===== src/design/assert_macros.svh =====
// Assertion macros for the numeric literal classifier RTL.
// Depends on nothing; the including module supplies clk and rst_n.
`ifndef ASSERT_MACROS_SVH
`define ASSERT_MACROS_SVH

// Clocked check, held off while reset is asserted.
`define NLC_ASSERT(label, prop, msg) \
  label: assert property (@(posedge clk) disable iff (!rst_n) (prop)) else $error(msg);

// Clocked implication: the consequent is checked in the cycle after the antecedent.
`define NLC_ASSERT_NEXT(label, ante, cons, msg) \
  label: assert property (@(posedge clk) disable iff (!rst_n) (ante) |=> (cons)) \
    else $error(msg);

`endif


===== src/design/nlc_pkg.sv =====
// Types and constants of the numeric literal classifier.
// Depends on nothing; used by every module of the block.
package nlc_pkg;

  typedef enum logic [2:0] {
    MODE_INIT   = 3'd0,
    MODE_ZERO   = 3'd1,
    MODE_EXP    = 3'd2,
    MODE_DEC    = 3'd3,
    MODE_HEX    = 3'd4,
    MODE_OCT    = 3'd5,
    MODE_LEGACY = 3'd6,
    MODE_BIN    = 3'd7
  } mode_t;

  localparam logic [3:0] KIND_NONE    = 4'd0;
  localparam logic [3:0] KIND_DEC     = 4'd1;
  localparam logic [3:0] KIND_HEX     = 4'd3;
  localparam logic [3:0] KIND_LEGACY  = 4'd5;
  localparam logic [3:0] KIND_OCT     = 4'd6;
  localparam logic [3:0] KIND_BIN     = 4'd8;
  localparam logic [3:0] KIND_MAX     = 4'd9;

  localparam logic [7:0] CH_E_LOWER   = 8'h65;
  localparam logic [7:0] CH_N_LOWER   = 8'h6E;
  localparam logic [7:0] CH_UNDERSC   = 8'h5F;
  localparam logic [7:0] CH_DOT       = 8'h2E;
  localparam logic [7:0] CH_ZERO      = 8'h30;
  localparam logic [7:0] CH_NINE      = 8'h39;
  localparam logic [7:0] CH_PLUS      = 8'h2B;
  localparam logic [7:0] CH_MINUS     = 8'h2D;

  localparam logic [3:0] DIGIT_ONE    = 4'd1;
  localparam logic [3:0] DIGIT_SEVEN  = 4'd7;

  typedef struct packed {
    logic [7:0] char_code;
    logic       last_char;
  } in_item_t;

  typedef struct packed {
    logic       accepted;
    logic [3:0] literal_kind;
  } out_item_t;

  typedef struct packed {
    mode_t mode;
    logic  seen_dot;
    logic  seen_exponent;
    logic  big_suffix;
    logic  rejected;
    logic  prev_was_dot;
    logic  prev_was_underscore;
    logic  sign_may_follow;
    logic  prev_was_prefix;
  } nlc_state_t;

  localparam nlc_state_t STATE_RESET = '{
    mode: MODE_INIT, seen_dot: 1'b0, seen_exponent: 1'b0, big_suffix: 1'b0,
    rejected: 1'b0, prev_was_dot: 1'b0, prev_was_underscore: 1'b0,
    sign_may_follow: 1'b0, prev_was_prefix: 1'b0
  };

endpackage


===== src/design/numeric_literal_classifier_core.sv =====
// Numeric literal classifier: takes one character of a candidate token per beat, up to one
// beat per cycle, and gives one verdict beat (accepted, literal kind) on the result port once the
// token's final character, held in the input register, is stepped into the result register.
// Characters pass through the input register into a combinational recognizer step that updates
// the parser state register; the verdict lands in the result register. The input is stalled only
// while the result register is full and stalled and the buffered character is a final one; other
// characters keep flowing. Depends on nlc_pkg, nlc_in_stage, nlc_step and assert_macros.svh.
`include "assert_macros.svh"

module numeric_literal_classifier_core (
  input  logic               clk,
  input  logic               rst_n,
  input  logic               in_valid,
  input  nlc_pkg::in_item_t  in_data,
  output logic               in_stall,
  output logic               out_valid,
  input  logic               out_stall,
  output nlc_pkg::out_item_t out_data
);

  logic                q_valid;
  nlc_pkg::in_item_t   q_data;
  logic                advance;
  nlc_pkg::nlc_state_t state_r;
  nlc_pkg::nlc_state_t state_nxt;
  nlc_pkg::out_item_t  step_result;
  logic                out_valid_r;
  logic                out_valid_nxt;
  nlc_pkg::out_item_t  out_data_r;
  logic                verdict_ok;
  logic                kind_ok;
  logic                final_blocked;
  logic                final_taken;

  nlc_in_stage u_in_stage (
    .clk      (clk),
    .rst_n    (rst_n),
    .in_valid (in_valid),
    .in_data  (in_data),
    .in_stall (in_stall),
    .advance  (advance),
    .q_valid  (q_valid),
    .q_data   (q_data)
  );

  nlc_step u_step (
    .cur    (state_r),
    .item   (q_data),
    .nxt    (state_nxt),
    .result (step_result)
  );

  // A final character needs room in the result register; others never wait.
  assign advance = q_valid && (!q_data.last_char || !out_valid_r || !out_stall);

  always_comb begin
    out_valid_nxt = out_valid_r && out_stall;
    if (advance && q_data.last_char) begin
      out_valid_nxt = 1'b1;
    end
  end

  always_ff @(posedge clk) begin
    if (!rst_n) begin
      state_r     <= nlc_pkg::STATE_RESET;
      out_valid_r <= 1'b0;
    end else begin
      out_valid_r <= out_valid_nxt;
      if (advance) begin
        state_r <= q_data.last_char ? nlc_pkg::STATE_RESET : state_nxt;
      end
    end
  end

  always_ff @(posedge clk) begin
    if (advance && q_data.last_char) begin
      out_data_r <= step_result;
    end
  end

  assign out_valid = out_valid_r;
  assign out_data  = out_data_r;

  assign verdict_ok    = out_data_r.accepted == (out_data_r.literal_kind != nlc_pkg::KIND_NONE);
  assign kind_ok       = out_data_r.literal_kind <= nlc_pkg::KIND_MAX;
  assign final_blocked = out_valid_r && out_stall && q_data.last_char;
  assign final_taken   = advance && q_data.last_char;

  `NLC_ASSERT(a_verdict_consistent, !out_valid_r || verdict_ok, "accepted disagrees with kind")
  `NLC_ASSERT(a_kind_in_range, !out_valid_r || kind_ok, "literal kind out of range")
  `NLC_ASSERT(a_stall_cause, !in_stall || final_blocked, "input stalled without a final beat")
  `NLC_ASSERT_NEXT(a_token_restart, final_taken, state_r == nlc_pkg::STATE_RESET, "state kept")

endmodule


===== src/design/nlc_in_stage.sv =====
// Input register of the classifier: holds one beat until the step logic takes it.
// Depends on nlc_pkg.
module nlc_in_stage (
  input  logic              clk,
  input  logic              rst_n,
  input  logic              in_valid,
  input  nlc_pkg::in_item_t in_data,
  output logic              in_stall,
  input  logic              advance,
  output logic              q_valid,
  output nlc_pkg::in_item_t q_data
);

  logic              valid_r;
  nlc_pkg::in_item_t data_r;

  // The register is free when empty or when its beat moves on this cycle.
  assign in_stall = valid_r && !advance;

  always_ff @(posedge clk) begin
    if (!rst_n) begin
      valid_r <= 1'b0;
    end else if (!in_stall) begin
      valid_r <= in_valid;
    end
  end

  always_ff @(posedge clk) begin
    if (in_valid && !in_stall) begin
      data_r <= in_data;
    end
  end

  assign q_valid = valid_r;
  assign q_data  = data_r;

endmodule


===== src/design/nlc_step.sv =====
// Per-character recognizer step: next parser state and the token verdict.
// Depends on nlc_pkg; purely combinational.
module nlc_step (
  input  nlc_pkg::nlc_state_t cur,
  input  nlc_pkg::in_item_t   item,
  output nlc_pkg::nlc_state_t nxt,
  output nlc_pkg::out_item_t  result
);

  logic [7:0] c;
  logic       last;
  logic [7:0] diff;
  logic [3:0] d;
  logic       is_digit;
  logic [3:0] kind;

  assign c        = item.char_code;
  assign last     = item.last_char;
  assign diff     = c - nlc_pkg::CH_ZERO;
  assign d        = diff[3:0];
  assign is_digit = (c >= nlc_pkg::CH_ZERO) && (c <= nlc_pkg::CH_NINE);

  always_comb begin
    nxt                     = cur;
    nxt.sign_may_follow     = 1'b0;
    nxt.prev_was_dot        = 1'b0;
    nxt.prev_was_underscore = 1'b0;
    nxt.prev_was_prefix     = 1'b0;
    if (!cur.rejected) begin
      if (cur.sign_may_follow && (c == nlc_pkg::CH_PLUS || c == nlc_pkg::CH_MINUS)) begin
        // A sign after the exponent needs at least one more character.
        if (last) begin
          nxt.rejected = 1'b1;
        end
      end else if (is_digit) begin
        if (cur.mode == nlc_pkg::MODE_HEX) begin
          nxt.mode = cur.mode;
        end else if (d == 4'd0 && cur.mode == nlc_pkg::MODE_INIT) begin
          nxt.mode = nlc_pkg::MODE_ZERO;
        end else if (d <= nlc_pkg::DIGIT_ONE && cur.mode == nlc_pkg::MODE_BIN) begin
          nxt.mode = cur.mode;
        end else if (d <= nlc_pkg::DIGIT_SEVEN &&
                     (cur.mode == nlc_pkg::MODE_OCT || cur.mode == nlc_pkg::MODE_LEGACY)) begin
          nxt.mode = cur.mode;
        end else if (d <= nlc_pkg::DIGIT_SEVEN && cur.mode == nlc_pkg::MODE_ZERO) begin
          nxt.mode = nlc_pkg::MODE_LEGACY;
        end else if (cur.mode == nlc_pkg::MODE_INIT || cur.mode == nlc_pkg::MODE_ZERO ||
                     cur.mode == nlc_pkg::MODE_LEGACY || cur.mode == nlc_pkg::MODE_DEC ||
                     cur.mode == nlc_pkg::MODE_EXP) begin
          nxt.mode = nlc_pkg::MODE_DEC;
        end else begin
          nxt.rejected = 1'b1;
        end
      end else begin
        case (c)
          "a", "A", "c", "C", "d", "D", "f", "F": begin
            if (cur.mode != nlc_pkg::MODE_HEX) begin
              nxt.rejected = 1'b1;
            end
          end
          "b", "B": begin
            if (cur.mode == nlc_pkg::MODE_ZERO) begin
              if (last) begin
                nxt.rejected = 1'b1;
              end else begin
                nxt.mode            = nlc_pkg::MODE_BIN;
                nxt.prev_was_prefix = 1'b1;
              end
            end else if (cur.mode != nlc_pkg::MODE_HEX) begin
              nxt.rejected = 1'b1;
            end
          end
          nlc_pkg::CH_E_LOWER, "E": begin
            if (cur.mode == nlc_pkg::MODE_DEC) begin
              if (cur.seen_exponent) begin
                nxt.rejected = 1'b1;
              end else begin
                nxt.seen_exponent   = 1'b1;
                nxt.sign_may_follow = 1'b1;
                nxt.mode            = nlc_pkg::MODE_EXP;
              end
            end else if (cur.mode != nlc_pkg::MODE_HEX) begin
              nxt.rejected = 1'b1;
            end
          end
          "x", "X": begin
            if (cur.mode != nlc_pkg::MODE_ZERO || last) begin
              nxt.rejected = 1'b1;
            end else begin
              nxt.mode            = nlc_pkg::MODE_HEX;
              nxt.prev_was_prefix = 1'b1;
            end
          end
          "o", "O": begin
            if (cur.mode != nlc_pkg::MODE_ZERO || last) begin
              nxt.rejected = 1'b1;
            end else begin
              nxt.mode            = nlc_pkg::MODE_OCT;
              nxt.prev_was_prefix = 1'b1;
            end
          end
          nlc_pkg::CH_UNDERSC: begin
            if (cur.mode == nlc_pkg::MODE_INIT || cur.mode == nlc_pkg::MODE_ZERO ||
                cur.prev_was_dot || cur.prev_was_prefix) begin
              nxt.rejected = 1'b1;
            end else begin
              nxt.prev_was_underscore = 1'b1;
            end
          end
          nlc_pkg::CH_N_LOWER: begin
            if (cur.mode == nlc_pkg::MODE_LEGACY || cur.prev_was_prefix || !last) begin
              nxt.rejected = 1'b1;
            end else begin
              nxt.big_suffix = 1'b1;
            end
          end
          nlc_pkg::CH_DOT: begin
            if (cur.seen_dot || cur.prev_was_underscore || cur.seen_exponent) begin
              nxt.rejected = 1'b1;
            end else begin
              nxt.seen_dot     = 1'b1;
              nxt.prev_was_dot = 1'b1;
              if (cur.mode == nlc_pkg::MODE_INIT || cur.mode == nlc_pkg::MODE_ZERO) begin
                nxt.mode = nlc_pkg::MODE_DEC;
              end else if (cur.mode != nlc_pkg::MODE_DEC) begin
                nxt.rejected = 1'b1;
              end
            end
          end
          default: begin
            nxt.rejected = 1'b1;
          end
        endcase
      end
    end
  end

  // Verdict on the state after this character; only used on the final beat.
  always_comb begin
    kind = nlc_pkg::KIND_NONE;
    if (!nxt.rejected) begin
      case (nxt.mode)
        nlc_pkg::MODE_ZERO,
        nlc_pkg::MODE_DEC:    kind = nlc_pkg::KIND_DEC + {3'd0, nxt.big_suffix};
        nlc_pkg::MODE_HEX:    kind = nlc_pkg::KIND_HEX + {3'd0, nxt.big_suffix};
        nlc_pkg::MODE_LEGACY: kind = nlc_pkg::KIND_LEGACY;
        nlc_pkg::MODE_OCT:    kind = nlc_pkg::KIND_OCT + {3'd0, nxt.big_suffix};
        nlc_pkg::MODE_BIN:    kind = nlc_pkg::KIND_BIN + {3'd0, nxt.big_suffix};
        default:              kind = nlc_pkg::KIND_NONE;
      endcase
    end
  end

  assign result.accepted     = (kind != nlc_pkg::KIND_NONE);
  assign result.literal_kind = kind;

endmodule

===== config.mk =====
export PLATFORM = sky130hd
export DESIGN_NAME = numeric_literal_classifier_core
export DESIGN_NICKNAME = d
export VERILOG_FILES = /design/src/design/nlc_pkg.sv /design/src/design/numeric_literal_classifier_core.sv /design/src/design/nlc_in_stage.sv /design/src/design/nlc_step.sv
export VERILOG_INCLUDE_DIRS = /design/src /design/src/design
export SDC_FILE = /design/constraint.sdc
export NUM_CORES = 1
export LEC_CHECK = 0
export ABC_AREA = 1
export BUFFER_PORTS_ARGS = -buffer_cell sky130_fd_sc_hd__clkbuf_2
export CAP_MARGIN = 15
export CORE_MARGIN = 5
export CORE_UTILIZATION = 52
export DETAILED_ROUTE_END_ITERATION = 8
export PLACE_DENSITY_LB_ADDON = 0.08
export SYNTH_ARGS = -nofsm -noshare
export SYNTH_HDL_FRONTEND = slang
export SYNTH_SLANG_ARGS = --single-unit

===== constraint.sdc =====
create_clock -name clk -period 1.8 [get_ports clk]
set_input_delay 0.18 -clock clk [delete_from_list [all_inputs] [get_ports clk]]
set_output_delay 0.18 -clock clk [all_outputs]
set_load 0.005 [all_outputs]

==> flow_metrics.env <==
export IMPL_hpwl_mm=3.706
export IMPL_numCtsBuffers=3
export IMPL_die_h_um=68
export IMPL_synth_seq_area_share=0.3891
export IMPL_root_buffer="clkbuf_4"
export IMPL_syn_cell_area_um2=1749
export IMPL_period_needed_ns=2.072
export IMPL_tightest_slew_ns=0.4620
export IMPL_violations="setup timing"
export IMPL_maxSlewHeadroom=0.6908
export IMPL_arrival_ns=2.20
export IMPL_grt_usage=0.2259
export IMPL_drc_errors=0
export IMPL_die_area_um2=4624
export IMPL_design_area_um2=2599
export IMPL_pin_count=20
export IMPL_worst_clock_skew_ns=0.006263
export IMPL_vias_per_cell=5.290
export IMPL_coreArea_um2=3284
export IMPL_rows=21
export IMPL_wire_per_inst_um=13.49
export IMPL_dpl_cell_area_um2=2241
export IMPL_drive_gt1_frac=0.4419
export IMPL_r2r_cells=14
export IMPL_htreeDepth=1
export IMPL_start_util=0.5326
export IMPL_power_leakage_uw=0.001188
export IMPL_drt_iter0_drc=158
export IMPL_grt_setup_unrepaired="yes"
export IMPL_max_freq_ghz=0.4825
export IMPL_vias=2063
export IMPL_max_stage_delay_ns=0.48
export IMPL_yosysMostFrequentCell="nand2_1"
export IMPL_synth_flop_cell="edfxtp_1"
export IMPL_peakVddDrop_uv=345.4
export IMPL_nets=358
export IMPL_syn_avg_cell_area_um2=6.651
export IMPL_yosysWarnings=0
export IMPL_p_per_area_nw_per_um2=460.8
export IMPL_slowest_stage="edfxtp_1"
export IMPL_r2r_end="out_data[4]"
export IMPL_criticalPathCategory="reg -> reg"
export IMPL_fin_ws_ns=-0.2725
export IMPL_endpoint="out_data[4]"
export IMPL_clk_pin_slew_worst_paths_ns=0.16
export IMPL_synth_net_count=276
export IMPL_antenna_cells=0
export IMPL_first_pass_iters=4
export IMPL_synth_top_cell_by_area="edfxtp_1"
export IMPL_synth_distinct_cells=25
export IMPL_hold_viol_final=0
export IMPL_die_width_um=68
export IMPL_synthCells=263
export IMPL_ys_ff_latch=27
export IMPL_cp_data_required_time_ns=1.92
export IMPL_cp_start_kind="flip-flop"
export IMPL_cts_sinks=27
export IMPL_crit_path_start="u_in_stage.q_data[7]"
export IMPL_crit_fanout=5
export IMPL_final_cells=390
export IMPL_hold_path_class="in -> reg"
export IMPL_synth_common_cells="nand2_1 (79), nor2_1 (35), nand3_1 (30)"
export IMPL_clock_latency_ns=0.34
export IMPL_min_period_over_period=1.151
export IMPL_overflow=0
export IMPL_rrSetupSlack_ns=-0.27
export IMPL_synth_area_top_cells="edfxtp_1 (24%), nand2_1 (17%), dfxtp_1 (15%)"
export IMPL_rr_startpoint="u_in_stage.q_data[7]"
export IMPL_tns_ns=-1.747
export IMPL_antenna_left=0
export IMPL_syn_to_final_growth_pct=48.57
export IMPL_antenna_found_initial=0
export IMPL_status="finished with violations"
export IMPL_placed_cells=369
export IMPL_synthArstFlopShare=0
export IMPL_grt_pass1_vias=1825
export IMPL_cts_path_max_buffers=2
export IMPL_crit_top_cell="nand2_2"
export IMPL_drv_cap=0
export IMPL_end_kind="flip-flop"
export IMPL_drv_slew=0
export IMPL_cts_tree="done"
export IMPL_grt_pass1_wl_mm=7.872
export IMPL_grt_max_degree=17
export IMPL_portBuffers=19
export IMPL_synth_edf_count=14
export IMPL_worstPathCellList="nor2_2 -> nand3_2 -> nor2_4 -> a21oi_4 -> inv_2 -> nor2_2 -> nand2_2 -> nand2_4 -> nand2_2 -> nand2_2 -> nand2_2 -> nor2_4 -> nor2_1 -> nand2_1"
export IMPL_setup_viol=12
export IMPL_routabilityCongestion=0.9335
export IMPL_synth_top_area_frac=0.2403
export IMPL_routed_wl_mm=5.261
-- report_power, final --
part	internal [µW]	switching, µW
Clock	87.2	199
Combinational	98.6	127
Sequential	667	18.8
Total	853	345
-- layout make-up --
cell class | count | area, µm²
Clock buffer | 3 | 22.52
Clock inverter | 1 | 6.256
Fill cell | 227 | 685.7
Inverter | 38 | 145.1
Multi-Input combinational cell | 197 | 1129
Sequential cell | 27 | 681.9
Tap cell | 46 | 57.56
Timing Repair Buffer | 78 | 556.8
-- worst max-delay path: cells and delay by family, from the launching register on --
family,cells,cell delay [ns]
DFF,1,0.48
buffers and inverters,1,0.11
and+or+nand+nor,12,1.17
AOI/OAI and AO/OA,1,0.10
-- kinds of logic after synthesis --
group	Yosys count	synth area share
AND/OR/NAND/NOR	172	0.4435
buffers and inverters	39	0.08441
AO/OA/AOI/OAI	25	0.08298
flip-flops	27	0.3891
-- sequential cells by signal, indices dropped and copies added (netlist names) --
name                count
out_data                5
u_in_stage.q_valid      1
u_in_stage.q_data       9
state_r                11
out_valid               1
-- through the flow --
stage | power (µW) | hold WS [ns] | util | worst slack [ns]
final | 1197 | 0.007417 | 0.7912 | -0.2725
after global routing | 1243 | 0.004354 | 0.7912 | -0.3619
after CTS | 1171 | 0.001980 | 0.7341 | -0.1535
after detailed placement | 870.2 | 0.3591 | 0.6823 | -0.2506
after global placement | 868.0 | 0.3571 | 0.6823 | -0.2763
after floorplan | 790.2 | 0.2789 | - | -0.003369
-- metal layers --
metal | vias to the layer above | routed length (µm) | global-route usage
met5 | - | 0 | 0
met4 | 0 | 137 | 0.07444
met3 | 15 | 413 | 0.02791
met2 | 99 | 2543 | 0.3730
met1 | 931 | 2166 | 0.3050
li1 | 1018 | - | -
-- placed cells by master (no fill, tap or decap), types with 3 or more instances in the layout --
master and count:
nand3_1 22, nand2_1 62, a21oi_1 7, dlygate4sd3_1 6, o21ai_0 4, edfxtp_1 14
clkbuf_4 3, buf_4 52, inv_1 23, nor2_1 24, nand2_2 21, nor3_1 5
inv_2 12, nand4_1 5, nor2_4 7, dfxtp_1 12, nand2_4 5, nand3_2 8
a21oi_2 3, nor2_2 9, clkbuf_2 19
-- worst min path at each step --
stage	from	endpoint	slack [ns]	cells after the start
2_1_floorplan	in_data[0]	u_in_stage.q_data[0]	0.28	0
3_3_place_gp	in_data[4]	u_in_stage.q_data[4]	0.36	1
3_5_place_dp	in_data[1]	u_in_stage.q_data[1]	0.36	1
4_1_cts	in_data[4]	u_in_stage.q_data[4]	0.002	1
5_1_grt	in_data[8]	u_in_stage.q_data[8]	0.004	1
6_report	in_data[4]	u_in_stage.q_data[4]	0.007	1
-- repair_timing --
item                       4_1_cts  5_1_grt
buffers inserted                 6        6
setup endpoints to repair        9       13
hold buffers                     6        0
hold endpoints to repair         6        0
resized for setup               14       39
pin swaps                       19       21
Note: power is estimated with default switching activity, not from simulation.
